===== config.mk =====
export PLATFORM = sky130hd
export DESIGN_NAME = rts_cts_receiver_fsm_flat
export DESIGN_NICKNAME = d
export VERILOG_FILES = /design/src/sv/rcf_pkg.sv /design/src/sv/rcf_if.sv /design/src/sv/rts_cts_receiver_fsm.sv /design/src/sv/rcf_cfg_regs.sv /design/src/sv/rcf_step.sv /design/src/flat_wrapper.sv
export SDC_FILE = /design/constraint.sdc
export NUM_CORES = 1
export LEC_CHECK = 0
export BUFFER_PORTS_ARGS = -buffer_cell sky130_fd_sc_hd__buf_2
export CAP_MARGIN = 30
export CORE_MARGIN = 1.5
export CORE_UTILIZATION = 60
export CTS_CLUSTER_DIAMETER = 120
export DETAILED_ROUTE_END_ITERATION = 10
export PLACE_DENSITY = 0.81
export SLEW_MARGIN = 20
export SYNTH_ARGS = -nofsm -noshare
export SYNTH_HDL_FRONTEND = slang
export SYNTH_SLANG_ARGS = --single-unit
export TNS_END_PERCENT = 5

===== constraint.sdc =====
create_clock -name clk -period 6.7 [get_ports clk]
set_input_delay 0 -clock clk [delete_from_list [all_inputs] [get_ports clk]]
set_output_delay 0 -clock clk [all_outputs]
set_load 0.05 [all_outputs]

===== src/sv/rcf_pkg.sv =====
// Shared types, codes and helpers for the RTS/CTS receiver.
`default_nettype none
package rcf_pkg;

  localparam int TIME_BITS_DEF = 31;
  localparam int DUR_W         = 16;
  localparam int CFG_IDX_W     = 3;

  // Register indexes of the configuration port
  localparam logic [CFG_IDX_W-1:0] REG_RECEIVE_DUR = 3'd0;
  localparam logic [CFG_IDX_W-1:0] REG_RTS_DUR     = 3'd1;
  localparam logic [CFG_IDX_W-1:0] REG_CTS_DUR     = 3'd2;
  localparam logic [CFG_IDX_W-1:0] REG_SIFS_DUR    = 3'd3;
  localparam logic [CFG_IDX_W-1:0] REG_ACK_DUR     = 3'd4;

  // Sender and channel codes
  localparam logic [2:0] SENDER_RTS   = 3'd4;
  localparam logic [1:0] CHAN_IDLE    = 2'd0;
  localparam logic [1:0] CHAN_CLEAN   = 2'd1;
  localparam logic [1:0] CHAN_COLLIDE = 2'd2;

  // Channel action codes (2-bit two's complement)
  localparam logic signed [1:0] ACT_NONE = 2'sb00;
  localparam logic signed [1:0] ACT_SEND = 2'sb01;
  localparam logic signed [1:0] ACT_FREE = 2'sb11;

  // Phase codes as seen on the result channel
  localparam logic [2:0] PH_CODE_WAIT    = 3'd0;
  localparam logic [2:0] PH_CODE_RTS     = 3'd1;
  localparam logic [2:0] PH_CODE_CTS     = 3'd2;
  localparam logic [2:0] PH_CODE_RECEIVE = 3'd3;
  localparam logic [2:0] PH_CODE_SIFS    = 3'd4;
  localparam logic [2:0] PH_CODE_ACK     = 3'd5;

  typedef enum logic [5:0] {
    PH_WAIT    = 6'b000001,
    PH_RTS     = 6'b000010,
    PH_CTS     = 6'b000100,
    PH_RECEIVE = 6'b001000,
    PH_SIFS    = 6'b010000,
    PH_ACK     = 6'b100000
  } phase_t;

  typedef struct packed {
    logic [15:0] receive_dur;
    logic [7:0]  rts_dur;
    logic [7:0]  cts_dur;
    logic [7:0]  sifs_dur;
    logic [7:0]  ack_dur;
  } cfg_t;

  typedef struct packed {
    phase_t phase;
    phase_t before_sifs;
    logic   message_ok;
  } ctl_t;

  function automatic logic [2:0] phase_code(input phase_t ph);
    logic [2:0] code;
    case (ph)
      PH_WAIT:    code = PH_CODE_WAIT;
      PH_RTS:     code = PH_CODE_RTS;
      PH_CTS:     code = PH_CODE_CTS;
      PH_RECEIVE: code = PH_CODE_RECEIVE;
      PH_SIFS:    code = PH_CODE_SIFS;
      PH_ACK:     code = PH_CODE_ACK;
      default:    code = PH_CODE_WAIT;
    endcase
    return code;
  endfunction

endpackage
`default_nettype wire


===== src/sv/rcf_if.sv =====
// Request and result channel interfaces of the RTS/CTS receiver.
`default_nettype none
interface rcf_in_if #(
  parameter int TIME_BITS = rcf_pkg::TIME_BITS_DEF
) ();
  logic                 valid;
  logic                 ready;
  logic [TIME_BITS-1:0] current_time;
  logic [2:0]           sender_status;
  logic [1:0]           channel_users;

  modport source (output valid, current_time, sender_status, channel_users, input ready);
  modport sink   (input valid, current_time, sender_status, channel_users, output ready);
endinterface

interface rcf_out_if #(
  parameter int TIME_BITS = rcf_pkg::TIME_BITS_DEF
) ();
  logic                 valid;
  logic                 ready;
  logic signed [1:0]    channel_action;
  logic [2:0]           phase;
  logic [TIME_BITS-1:0] next_event;

  modport source (output valid, channel_action, phase, next_event, input ready);
  modport sink   (input valid, channel_action, phase, next_event, output ready);
endinterface
`default_nettype wire


===== src/sv/rts_cts_receiver_fsm.sv =====
// Top level of the RTS/CTS handshake receiver.
// The receiver takes one request per simulation time point (current time,
// sender phase, number of transmitters on the channel) and returns one result
// for it: the channel action (+1 send CTS or ACK, -1 free the channel, 0
// nothing), the phase after the step (0 wait, 1 rts, 2 cts, 3 receive, 4 sifs,
// 5 ack) and the pending deadline, all ones meaning no pending event. A phase other
// than wait ends only when the request's time equals the stored deadline; deadlines
// saturate one below the no-event value. Throughput is one request per clock while
// the result channel is not stalled: a request lands in an input register, and the
// state update (one duration mux, one saturating adder, one equality compare) then
// writes the state and the result register together. That state loop sets the rate.
// A stalled result holds the result register, and the input register keeps taking
// requests until it too is full. Write the duration registers only while no request is
// in flight; reset loads receive 100, rts 2, cts 2, sifs 1, ack 2.
`default_nettype none
module rts_cts_receiver_fsm #(
  parameter int TIME_BITS = rcf_pkg::TIME_BITS_DEF
) (
  input  wire logic                          clk,
  input  wire logic                          rst_n,
  rcf_in_if.sink                             in_ch,
  rcf_out_if.source                          out_ch,
  input  wire logic                          cfg_we,
  input  wire logic [rcf_pkg::CFG_IDX_W-1:0] cfg_index,
  input  wire logic [rcf_pkg::DUR_W-1:0]     cfg_data
);
  import rcf_pkg::*;

  localparam logic [TIME_BITS-1:0] NO_EVENT = {TIME_BITS{1'b1}};

  cfg_t cfg;

  // Input register
  logic                 s1_valid_r;
  logic [TIME_BITS-1:0] s1_time_r;
  logic [2:0]           s1_sender_r;
  logic [1:0]           s1_chan_r;

  // Receiver state
  ctl_t                 ctl_r;
  ctl_t                 ctl_nxt;
  logic [TIME_BITS-1:0] deadline_r;
  logic [TIME_BITS-1:0] deadline_nxt;

  // Result register
  logic                 out_valid_r;
  logic signed [1:0]    out_action_r;
  logic [2:0]           out_phase_r;
  logic [TIME_BITS-1:0] out_event_r;

  logic signed [1:0]    step_action;
  logic                 out_free;
  logic                 step_fire;
  logic                 in_take;

  rcf_cfg_regs u_cfg (
    .clk       (clk),
    .rst_n     (rst_n),
    .cfg_we    (cfg_we),
    .cfg_index (cfg_index),
    .cfg_data  (cfg_data),
    .cfg       (cfg)
  );

  rcf_step #(
    .TIME_BITS (TIME_BITS)
  ) u_step (
    .ctl           (ctl_r),
    .deadline      (deadline_r),
    .cfg           (cfg),
    .cur_time      (s1_time_r),
    .sender_status (s1_sender_r),
    .channel_users (s1_chan_r),
    .ctl_nxt       (ctl_nxt),
    .deadline_nxt  (deadline_nxt),
    .action        (step_action)
  );

  // Advance the held request when the result register is empty or draining
  assign out_free  = !out_valid_r || out_ch.ready;
  assign step_fire = s1_valid_r && out_free;
  assign in_ch.ready = !s1_valid_r || step_fire;
  assign in_take   = in_ch.valid && in_ch.ready;

  always_ff @(posedge clk) begin
    if (!rst_n) begin
      s1_valid_r <= 1'b0;
    end else if (in_ch.ready) begin
      s1_valid_r <= in_ch.valid;
    end
  end

  always_ff @(posedge clk) begin
    if (in_take) begin
      s1_time_r   <= in_ch.current_time;
      s1_sender_r <= in_ch.sender_status;
      s1_chan_r   <= in_ch.channel_users;
    end
  end

  // Commit the step: state and result move together
  always_ff @(posedge clk) begin
    if (!rst_n) begin
      ctl_r.phase       <= PH_WAIT;
      ctl_r.before_sifs <= PH_WAIT;
      ctl_r.message_ok  <= 1'b0;
      deadline_r        <= NO_EVENT;
    end else if (step_fire) begin
      ctl_r      <= ctl_nxt;
      deadline_r <= deadline_nxt;
    end
  end

  always_ff @(posedge clk) begin
    if (!rst_n) begin
      out_valid_r <= 1'b0;
    end else if (out_free) begin
      out_valid_r <= s1_valid_r;
    end
  end

  always_ff @(posedge clk) begin
    if (step_fire) begin
      out_action_r <= step_action;
      out_phase_r  <= phase_code(ctl_nxt.phase);
      out_event_r  <= deadline_nxt;
    end
  end

  assign out_ch.valid          = out_valid_r;
  assign out_ch.channel_action = out_action_r;
  assign out_ch.phase          = out_phase_r;
  assign out_ch.next_event     = out_event_r;

  // Wait always has no pending event; every other phase has a real deadline
  a_wait_no_event: assert property (@(posedge clk) disable iff (!rst_n)
    (ctl_r.phase == PH_WAIT) |-> (deadline_r == NO_EVENT))
    else $error("wait phase with a pending deadline");

  a_busy_has_deadline: assert property (@(posedge clk) disable iff (!rst_n)
    (ctl_r.phase != PH_WAIT) |-> (deadline_r != NO_EVENT))
    else $error("active phase without a deadline");

  // A send request only comes with entry to cts or ack
  a_send_phase: assert property (@(posedge clk) disable iff (!rst_n)
    (step_fire && step_action == ACT_SEND) |=> (ctl_r.phase == PH_CTS || ctl_r.phase == PH_ACK))
    else $error("send action outside cts/ack entry");

  // A held request waits while the result register is stalled
  a_hold_on_stall: assert property (@(posedge clk) disable iff (!rst_n)
    (s1_valid_r && !out_free) |=> (s1_valid_r && $stable(s1_time_r) && $stable(ctl_r)))
    else $error("request or state moved during a result stall");

endmodule
`default_nettype wire


===== src/sv/rcf_cfg_regs.sv =====
// Duration registers of the RTS/CTS receiver, written through the config port.
`default_nettype none
module rcf_cfg_regs (
  input  wire logic                          clk,
  input  wire logic                          rst_n,
  input  wire logic                          cfg_we,
  input  wire logic [rcf_pkg::CFG_IDX_W-1:0] cfg_index,
  input  wire logic [rcf_pkg::DUR_W-1:0]     cfg_data,
  output rcf_pkg::cfg_t                      cfg
);
  import rcf_pkg::*;

  cfg_t cfg_r;
  cfg_t cfg_nxt;

  always_comb begin
    cfg_nxt = cfg_r;
    if (cfg_we) begin
      case (cfg_index)
        REG_RECEIVE_DUR: cfg_nxt.receive_dur = cfg_data;
        REG_RTS_DUR:     cfg_nxt.rts_dur     = cfg_data[7:0];
        REG_CTS_DUR:     cfg_nxt.cts_dur     = cfg_data[7:0];
        REG_SIFS_DUR:    cfg_nxt.sifs_dur    = cfg_data[7:0];
        REG_ACK_DUR:     cfg_nxt.ack_dur     = cfg_data[7:0];
        default:         cfg_nxt = cfg_r;
      endcase
    end
  end

  always_ff @(posedge clk) begin
    if (!rst_n) begin
      cfg_r.receive_dur <= 16'd100;
      cfg_r.rts_dur     <= 8'd2;
      cfg_r.cts_dur     <= 8'd2;
      cfg_r.sifs_dur    <= 8'd1;
      cfg_r.ack_dur     <= 8'd2;
    end else begin
      cfg_r <= cfg_nxt;
    end
  end

  assign cfg = cfg_r;

endmodule
`default_nettype wire


===== src/sv/rcf_step.sv =====
// Next-state logic of the RTS/CTS receiver: one time step per evaluation.
`default_nettype none
module rcf_step #(
  parameter int TIME_BITS = rcf_pkg::TIME_BITS_DEF
) (
  input  wire rcf_pkg::ctl_t        ctl,
  input  wire logic [TIME_BITS-1:0] deadline,
  input  wire rcf_pkg::cfg_t        cfg,
  input  wire logic [TIME_BITS-1:0] cur_time,
  input  wire logic [2:0]           sender_status,
  input  wire logic [1:0]           channel_users,
  output rcf_pkg::ctl_t            ctl_nxt,
  output logic [TIME_BITS-1:0]      deadline_nxt,
  output logic signed [1:0]         action
);
  import rcf_pkg::*;

  localparam int SUM_W = ((TIME_BITS > DUR_W) ? TIME_BITS : DUR_W) + 1;
  localparam logic [TIME_BITS-1:0] NO_EVENT = {TIME_BITS{1'b1}};
  localparam logic [TIME_BITS-1:0] MAX_DL   = {{(TIME_BITS-1){1'b1}}, 1'b0};

  logic [DUR_W-1:0]     dur_sel;
  logic [SUM_W-1:0]     sum;
  logic [TIME_BITS-1:0] later;
  logic                 due;

  // Pick the duration of whatever phase this step may enter
  always_comb begin
    dur_sel = '0;
    case (ctl.phase)
      PH_WAIT:                    dur_sel = {8'd0, cfg.rts_dur};
      PH_RTS, PH_CTS, PH_RECEIVE: dur_sel = {8'd0, cfg.sifs_dur};
      PH_SIFS: begin
        case (ctl.before_sifs)
          PH_RTS:     dur_sel = {8'd0, cfg.cts_dur};
          PH_CTS:     dur_sel = cfg.receive_dur;
          PH_RECEIVE: dur_sel = {8'd0, cfg.ack_dur};
          default:    dur_sel = '0;
        endcase
      end
      default: dur_sel = '0;
    endcase
  end

  // Saturate below the no-event value
  always_comb begin
    sum = {{(SUM_W-TIME_BITS){1'b0}}, cur_time} + {{(SUM_W-DUR_W){1'b0}}, dur_sel};
    if (sum > {{(SUM_W-TIME_BITS){1'b0}}, MAX_DL}) begin
      later = MAX_DL;
    end else begin
      later = sum[TIME_BITS-1:0];
    end
  end

  assign due = (cur_time == deadline);

  always_comb begin
    ctl_nxt      = ctl;
    deadline_nxt = deadline;
    action       = ACT_NONE;
    case (ctl.phase)
      PH_WAIT: begin
        ctl_nxt.message_ok = 1'b1;
        if (channel_users != CHAN_IDLE && sender_status == SENDER_RTS) begin
          ctl_nxt.phase = PH_RTS;
          deadline_nxt  = later;
          if (channel_users == CHAN_COLLIDE) begin
            ctl_nxt.message_ok = 1'b0;
          end
        end
      end
      PH_RTS: begin
        if (channel_users != CHAN_CLEAN) begin
          ctl_nxt.message_ok = 1'b0;
        end
        if (due) begin
          ctl_nxt.before_sifs = PH_RTS;
          ctl_nxt.phase       = PH_SIFS;
          deadline_nxt        = later;
        end
      end
      PH_CTS: begin
        if (due) begin
          ctl_nxt.before_sifs = PH_CTS;
          if (ctl.message_ok) begin
            ctl_nxt.phase = PH_SIFS;
            deadline_nxt  = later;
          end else begin
            ctl_nxt.phase = PH_WAIT;
            deadline_nxt  = NO_EVENT;
          end
        end
      end
      PH_RECEIVE: begin
        ctl_nxt.before_sifs = PH_RECEIVE;
        if (channel_users != CHAN_CLEAN) begin
          ctl_nxt.message_ok = 1'b0;
        end
        if (due) begin
          ctl_nxt.phase = PH_SIFS;
          deadline_nxt  = later;
        end
      end
      PH_SIFS: begin
        if (due) begin
          case (ctl.before_sifs)
            PH_RTS: begin
              ctl_nxt.phase = PH_CTS;
              deadline_nxt  = later;
              if (ctl.message_ok) begin
                action = ACT_SEND;
              end
            end
            PH_CTS: begin
              ctl_nxt.phase      = PH_RECEIVE;
              ctl_nxt.message_ok = 1'b1;
              deadline_nxt       = later;
              action             = ACT_FREE;
            end
            PH_RECEIVE: begin
              ctl_nxt.phase = PH_ACK;
              deadline_nxt  = later;
              if (ctl.message_ok) begin
                action = ACT_SEND;
              end
            end
            default: ctl_nxt = ctl;
          endcase
        end
      end
      PH_ACK: begin
        if (due) begin
          ctl_nxt.phase = PH_WAIT;
          deadline_nxt  = NO_EVENT;
          if (ctl.message_ok) begin
            action = ACT_FREE;
          end
        end
      end
      default: ctl_nxt = ctl;
    endcase
  end

endmodule
`default_nettype wire

===== src/flat_wrapper.sv =====
// flat-port wrapper written by rule: the top's interface ports become plain ports
module rts_cts_receiver_fsm_flat import rcf_pkg::*;
#(
  parameter int TIME_BITS = rcf_pkg::TIME_BITS_DEF
)
  (clk, rst_n, cfg_we, cfg_index, cfg_data, in_ch_valid, in_ch_current_time, in_ch_sender_status, in_ch_channel_users, in_ch_ready, out_ch_valid, out_ch_channel_action, out_ch_phase, out_ch_next_event, out_ch_ready);
  rcf_in_if #(.TIME_BITS(TIME_BITS)) in_ch_i ();
  rcf_out_if #(.TIME_BITS(TIME_BITS)) out_ch_i ();
  input  wire logic clk;
  input  wire logic rst_n;
  input  wire logic cfg_we;
  input  wire logic [rcf_pkg::CFG_IDX_W-1:0] cfg_index;
  input  wire logic [rcf_pkg::DUR_W-1:0] cfg_data;
  input wire logic [$bits(in_ch_i.valid)-1:0] in_ch_valid;
  input wire logic [$bits(in_ch_i.current_time)-1:0] in_ch_current_time;
  input wire logic [$bits(in_ch_i.sender_status)-1:0] in_ch_sender_status;
  input wire logic [$bits(in_ch_i.channel_users)-1:0] in_ch_channel_users;
  output wire logic [$bits(in_ch_i.ready)-1:0] in_ch_ready;
  output wire logic [$bits(out_ch_i.valid)-1:0] out_ch_valid;
  output wire logic [$bits(out_ch_i.channel_action)-1:0] out_ch_channel_action;
  output wire logic [$bits(out_ch_i.phase)-1:0] out_ch_phase;
  output wire logic [$bits(out_ch_i.next_event)-1:0] out_ch_next_event;
  input wire logic [$bits(out_ch_i.ready)-1:0] out_ch_ready;
  assign in_ch_i.valid = in_ch_valid;
  assign in_ch_i.current_time = in_ch_current_time;
  assign in_ch_i.sender_status = in_ch_sender_status;
  assign in_ch_i.channel_users = in_ch_channel_users;
  assign in_ch_ready = in_ch_i.ready;
  assign out_ch_valid = out_ch_i.valid;
  assign out_ch_channel_action = out_ch_i.channel_action;
  assign out_ch_phase = out_ch_i.phase;
  assign out_ch_next_event = out_ch_i.next_event;
  assign out_ch_i.ready = out_ch_ready;
  rts_cts_receiver_fsm #(.TIME_BITS(TIME_BITS)) u_core (.clk(clk), .rst_n(rst_n), .in_ch(in_ch_i), .out_ch(out_ch_i), .cfg_we(cfg_we), .cfg_index(cfg_index), .cfg_data(cfg_data));
endmodule

# Word-level counts from Yosys, hierarchy flattened
# Index checks and enable logic that the tools add are counted.
[totals] reg_bits=166 latchBits=0 ram_bits=0 mem_bits_ro=0 in_bits=60 output_inout_bits=38 mem_count=0
[op_classes] add_sub_neg=1 multipliers=0 div=0 n_lt_le_gt_ge=1 n_eq_ne=27 n_shift=0 n_mux=33 n_bitwise=1 reduce_logical=22
[ops] op="2-to-1 mux 31 bit" count=8
[ops] op="one-hot mux 31 bit (5 select lines)" count=1
[ops] op="one-hot mux 16 bit (3 select lines)" count=2
[ops] op="one-hot mux 6 bit (6 select lines)" count=1
[ops] op="adder 31 x 16 -> 32 bit" count=1
[ops] op="> comparator 32 x 31 -> 1 bit (second input constant)" count=1
[ops] op="== test 31 bit" count=1
[ops] op="2-to-1 mux 12 bit" count=2
[ops] op="one-hot mux 6 bit (4 select lines)" count=1
[ops] op="== test 6 x 2 -> 1 bit (second input constant)" count=3
[ops] op="== test 6 x 3 -> 1 bit (second input constant)" count=3
[ops] op="== test 6 x 4 -> 1 bit (second input constant)" count=3
[ops] op="2-to-1 mux 6 bit" count=3
[ops] op="one-hot mux 6 bit (3 select lines)" count=1
[ops] op="one-hot mux 3 bit (5 select lines)" count=1
[ops] op="2-to-1 mux 13 bit" count=1
[ops] op="== test 6 x 5 -> 1 bit (second input constant)" count=2
[ops] op="== test 6 bit (second input constant)" count=2
[ops] op="AND reduction 2 bit" count=5
[ops] op="AND reduction 5 bit" count=2
[ops] op="one-hot mux 2 bit (2 select lines)" count=2
[ops] op="== test 3 x 2 -> 1 bit (second input constant)" count=2
[ops] op="== test 3 bit (second input constant)" count=2
[ops] op="== test 6 x 1 -> 1 bit (second input constant)" count=1
[ops] op="17 further kinds" count=34

# Longest topological paths before layout
[depth] depth_word=9 depth_mapped=19 mapped_depth_nobuf=15

# Cells and area by module
# Synthesis repeated with hierarchy kept, for this count alone.
[hier_totals] cells_unflattened=1034 hier_area_um2=9459.1
[by_module_without_submodules] mod="rts_cts_receiver_fsm" n_inst=1 cells_each=288 area_per_inst_um2=4135.2 seq_area_each_um2=3083.0
[by_module_without_submodules] mod="rcf_step" n_inst=1 cells_each=562 area_per_inst_um2=3452.1 seq_area_each_um2=0.0
[by_module_without_submodules] mod="rcf_cfg_regs" n_inst=1 cells_each=184 area_per_inst_um2=1871.8 seq_area_each_um2=960.9

# Least setup slack after synthesis
# OpenSTA, ideal clock, no wires.
[synth_timing] path_kind="register -> register" from="register u_core.ctl_r[11] (netlist bit)" to="register u_core.out_event_r[0], in the netlist u_core.out_ch.next_event[0], data pin" t_arrival_ps=3984 slack_ps=2449 stages_incl_launch_ff=19 path_cell_list="dfxtp_1 > buf_2 > or3_1 > clkbuf_1 > nor2_1 > clkbuf_1 > clkbuf_1 > a22oi_1 > o21ai_0 > ha_1 > fa_1 > nand3_1 > a211oi_1 > o21ai_1 > a211o_1 > a2111oi_0 > nand4_1 > nor4_1 > a21oi_1"
[synth_via] elab_chain_len=9 elab_cells_between_ends=19 cone_classes="add/sub: 1; order compare: 1; eq/ne: 6; mux: 9; reduce/logical: 2"
[synth_rtl] item="start: declaration" line_no="rts_cts_receiver_fsm.sv:40" text="ctl_t ctl_r;"
[synth_rtl] item="start signal: assignment" line_no="rts_cts_receiver_fsm.sv:109" text="ctl_r <= ctl_nxt;"
[synth_rtl] item="== test 6 x 4 -> 1 bit (tied with other cells)" line_no="rcf_step.sv:30, rcf_step.sv:61"
[synth_rtl] item="OR reduction 3 bit" line_no="rcf_step.sv:30" text="case (ctl.phase)"
[synth_rtl] item="one-hot mux 16 bit (3 select lines)" line_no="rcf_step.sv:30"
[synth_rtl] item="adder 31 x 16 -> 32 bit" line_no="rcf_step.sv:47" text="sum = {{(SUM_W-TIME_BITS){1'b0}}, cur_time} + {{(SUM_W-DUR_W){1'b0}}, dur_sel};"
[synth_rtl] item="> comparator 32 x 31 -> 1 bit" line_no="rcf_step.sv:48" text="if (sum > {{(SUM_W-TIME_BITS){1'b0}}, MAX_DL}) begin"
[synth_rtl] item="2-to-1 mux 31 bit" line_no="rcf_step.sv:48"
[synth_rtl] item="2-to-1 mux 31 bit, on equally long branches" line_no="rcf_step.sv:106, rcf_step.sv:85"
[synth_rtl] item="2-to-1 mux 31 bit, on equally long branches" line_no="rcf_step.sv:105, rcf_step.sv:83"
[synth_rtl] item="one-hot mux 31 bit (5 select lines) *" line_no="rcf_step.sv:61" text="case (ctl.phase)"
[synth_rtl] item="named net u_core.deadline_nxt[0]" line_no="rts_cts_receiver_fsm.sv:43" text="logic [TIME_BITS-1:0] deadline_nxt;"
[synth_rtl] item="end signal: assignment" line_no="rts_cts_receiver_fsm.sv:126" text="out_event_r <= deadline_nxt;"
[synth_rtl] item="end: declaration" line_no="rts_cts_receiver_fsm.sv:49" text="logic [TIME_BITS-1:0] out_event_r;"
# The timed path passes the listed nets; every way through them passes the cells marked *.
# A chain may end at the register's enable or synchronous reset.

# Worst setup path after layout
[layout_timing] from="register u_core.ctl_r[8] (netlist bit)" to="register u_core.deadline_r[3]"
[layout_via] elab_chain_len=9 elab_cells_between_ends=19 cone_classes="add/sub: 1; order compare: 1; eq/ne: 6; mux: 9; reduce/logical: 2"
[layout_rtl] item="== test 6 x 4 -> 1 bit (tied with other cells)" line_no="rcf_step.sv:30, rcf_step.sv:61"
[layout_rtl] item="OR reduction 3 bit" line_no="rcf_step.sv:30"
[layout_rtl] item="one-hot mux 16 bit (3 select lines)" line_no="rcf_step.sv:30"
[layout_rtl] item="adder 31 x 16 -> 32 bit" line_no="rcf_step.sv:47"
[layout_rtl] item="> comparator 32 x 31 -> 1 bit" line_no="rcf_step.sv:48"
[layout_rtl] item="2-to-1 mux 31 bit" line_no="rcf_step.sv:48"
[layout_rtl] item="2-to-1 mux 31 bit, on equally long branches" line_no="rcf_step.sv:106, rcf_step.sv:85"
[layout_rtl] item="2-to-1 mux 31 bit, on equally long branches" line_no="rcf_step.sv:105, rcf_step.sv:83"
[layout_rtl] item="one-hot mux 31 bit (5 select lines) *" line_no="rcf_step.sv:61"
[layout_rtl] item="end signal: assignment" line_no="rts_cts_receiver_fsm.sv:110" text="deadline_r <= deadline_nxt;"
[layout_rtl] item="end: declaration" line_no="rts_cts_receiver_fsm.sv:42" text="logic [TIME_BITS-1:0] deadline_r;"
# Mark *: on every way between the ends. The rest lies on a longest branch, timed or not.

==> impl_metrics.csv <==
group,metric,value,unit
clocking,clock_latency_on_the_worst_skew_pair,0.43,ns
pwr,leakage,4.03,nW
sta,rsz0062_at_grt,"false",
critical_path,worst_endpoint_data_arrival_time,5.42,ns
global_routing,grt_start_max_net_pins,46,
global_routing,via_count_of_the_first_global_routing_pass,7906,
clocking,cts-buffers-inserted,17,
routing,drt_wl_total,27400,µm
hold_path,timing.hold.worst.class,"input port to register",
clocking,cts_resized,0,
sta,maxClockFrequency,195,MHz
placement,io_buffer_count,97,
synthesis,synthesis.area,9250,µm²
synthesis,synth_seq_cells,164,
die,dieArea,16200,µm²
sta,fin_crit_share,76.5,%
sta,final.setup.tns,0,ns
finish,combined_flip_flop_and_latch_cell_area,4000,µm²
sta,final-hold-violation-count,0,
die,pin_count,98,
finish,multi_input_area,4950,µm²
finish,number_of_fill_cells_in_the_layout,1161,
die,die_y,127,µm
finish,antenna_cells,0,
synthesis,synth.distinct_cells,80,
routing,drt-initial-drc-count,1315,
synthesis,synthesis.nets,1144,
clocking,ctsLongestPathBuffers,2,
finish,design.final.nets,1257,
die,placementRows,45,
routing,num_vias,8945,
die,die_w,127,µm
sta,max-slew-margin-rel,34.6,%
sta,timing.final.max_slew_violations,0,
finish,utilization,71.9,%
routing,vias_per_cell,6.48,
clocking,register_clock_pin_slew_on_the_reported_worst_setup_and_hold_paths,0.07,ns
sta,tightest_slew,0.979,ns
clocking,clock_tree.root_cell,"sky130_fd_sc_hd__clkbuf_16",
synthesis,synth_top_flop_cell,"sky130_fd_sc_hd__dfxtp_1",
global_routing,grt_pass1_wl,42500,µm
finish,layout.cells.most_common,"sky130_fd_sc_hd__nand2_1",
placement,detailed_place_hpwl,18200,µm
placement,placed_cells,1293,
sta,finalClockSkew,0.0134,ns
critical_path,critical_path_peak_fanout,22,
sta,fin_hold_ws,0.0379,ns
critical_path,timing.reg2reg.setup_slack,1.57,ns
die,design.core.area,15100,µm²
synthesis,post_synth_inst_count,1067,
critical_path,critical_path_required,6.99,ns
clocking,htree_num_levels,4,
global_routing,antenna_found_initial,0,
critical_path,worstSetupStartpointType,"register",
global_routing,grt_use_total,33.8,%
finish,drive_above_1_share,14.4,%
critical_path,end_kind,"register",
flow_run,maxCapViolCount,0,
sta,finalWorstPathRequiredPeriod,5.13,ns
synthesis,syn-mean-instance-area,8.67,µm²
clocking,cts_tree,"done",
synthesis,share_of_synthesized_area_occupied_by_flip_flops_and_latches,43.3,%
finish,layout.cells.non_filler,1381,
routing,antenna_left,0,
synthesis,synthesis.yosys.warnings,0,
sta,final_setup_violation_count,0,
finish,layout-area-overhead-vs-synth,17.7,%
run_status,outcome,"completed",
finish,leading_cell_types_in_the_layout_fill_and_taps_excluded,"sky130_fd_sc_hd__nand2_1 (154), sky130_fd_sc_hd__o21ai_0 (100), sky130_fd_sc_hd__buf_2 (97)",
routing,wire_per_inst,19.9,µm
critical_path,critical_path_class,"register to register",
die,initial_core_util,61.1,%
clocking,clkSinkCount,164,
pwr,ir_drop,0.000167,V
synthesis,synth-edff-count,72,
placement,gp_routability_congestion,0.978,
routing,drt_pass1_iterations,9,
global_routing,grt_overflow_total,0,
pwr,p_per_area,232,nW/µm²
routing,route.detailed.drc,0,
synthesis,async_reset_ff_share,0,%
==> report_power, final <==
group	leakage, nW	internal, W	switching [W]	total [W]
Combinational	2.34	0.000154	0.000286	0.000441
Clock	0.259	0.000481	0.000424	0.000905
Sequential	1.43	0.00112	0.0000568	0.00117
==> kinds of logic after synthesis <==
group           share of synthesized area (%)
xor+xnor                                 4.92
compound gates                           23.5
fa+ha+maj                                2.38
simple gates                             21.9
flops                                    43.3
buf+inv                                  3.65
mux                                     0.446
==> cells in the mapped netlist, drive strengths merged (11+ instances only) <==
| library cell | n | area, µm² |
|---|---|---|
| nand3 | 22 | 110 |
| o211ai | 14 | 105 |
| xor2 | 41 | 359 |
| o21ai | 110 | 554 |
| nor4 | 17 | 125 |
| a22o | 11 | 96.3 |
| a211oi | 11 | 92.6 |
| edfxtp | 72 | 2160 |
| a211o | 12 | 105 |
| a22oi | 12 | 90.1 |
| xnor2 | 11 | 96.3 |
| buf | 26 | 135 |
| nor2 | 95 | 367 |
| clkbuf | 44 | 165 |
| nand4 | 13 | 93.8 |
| and2 | 14 | 87.6 |
| nor3 | 26 | 135 |
| dfxtp | 92 | 1840 |
| a21oi | 85 | 429 |
| nand2 | 155 | 584 |
| ha | 16 | 200 |
| and3 | 14 | 87.6 |
==> sequential cells by signal, summed over array words and instances (netlist names) <==
signal	flops
u_core.u_cfg.cfg	48
u_core.deadline_r	31
u_core.out_ch.next_event	31
u_core.s1_time_r	31
u_core.ctl_r	11
u_core.out_ch.phase	3
u_core.s1_sender_r	3
u_core.out_ch.channel_action	2
u_core.s1_chan_r	2
u_core.out_ch.valid	1
u_core.s1_valid_r	1
==> per-stage QoR <==
stage,area [µm²],worst slack [ns],total power [W]
global placement,9800,1.88,0.00159
finish,10900,1.57,0.00252
global route,10900,1.29,0.00261
detailed placement,9800,1.75,0.00160
floorplan,9250,2.45,0.00148
CTS,10900,1.72,0.00250
==> metal layers <==
layer  vias up  global-route usage [%]  share of wire (%)
met2       556                    51.1                 45
met4         0                    11.8                2.3
met1      4158                    48.5                 42
met5         -                       0                  0
met3        64                    6.95                 11
li1       4167                       -                  -
==> timing repair <==
item / in CTS / in global routing
hold buffers: 55 / 0
buffers inserted: 0 / 0
hold endpoints to repair: 86 / 0
==> worst max-delay path, cell delays in order (launching register included) <==
cell and delay [ns]:
sky130_fd_sc_hd__dfxtp_1 0.43, sky130_fd_sc_hd__nor2_1 0.25, sky130_fd_sc_hd__and4b_1 0.69, sky130_fd_sc_hd__nand2_1 0.35, sky130_fd_sc_hd__o21ai_0 0.39, sky130_fd_sc_hd__ha_1 0.31, sky130_fd_sc_hd__a211oi_2 0.41, sky130_fd_sc_hd__o21ai_1 0.26
sky130_fd_sc_hd__o21ai_2 0.32, sky130_fd_sc_hd__a31oi_1 0.21, sky130_fd_sc_hd__o21a_1 0.52, sky130_fd_sc_hd__or4_1 0.59, sky130_fd_sc_hd__a21oi_1 0.15, sky130_fd_sc_hd__o21ai_0 0.10
==> area by class of cell <==
cell class                      instances  share of cell area [%]
Multi-Input combinational cell        823                    45.5
Sequential cell                       164                    36.8
Timing Repair Buffer                  164                    10.3
Clock buffer                           20                    4.01
Tap cell                              188                    2.16
Clock inverter                         12                   0.885
Inverter                               10                   0.345
==> worst paths after layout <==
check                        from                    to  depth (start not counted)
max               u_core.ctl_r[8]  u_core.deadline_r[3]                         13
min                         rst_n       u_core.ctl_r[1]                          3
max reg2reg       u_core.ctl_r[8]  u_core.deadline_r[3]                         13
min reg2reg  u_core.u_cfg.cfg[41]  u_core.u_cfg.cfg[41]                          2
Power figures use the tool's default switching activity.
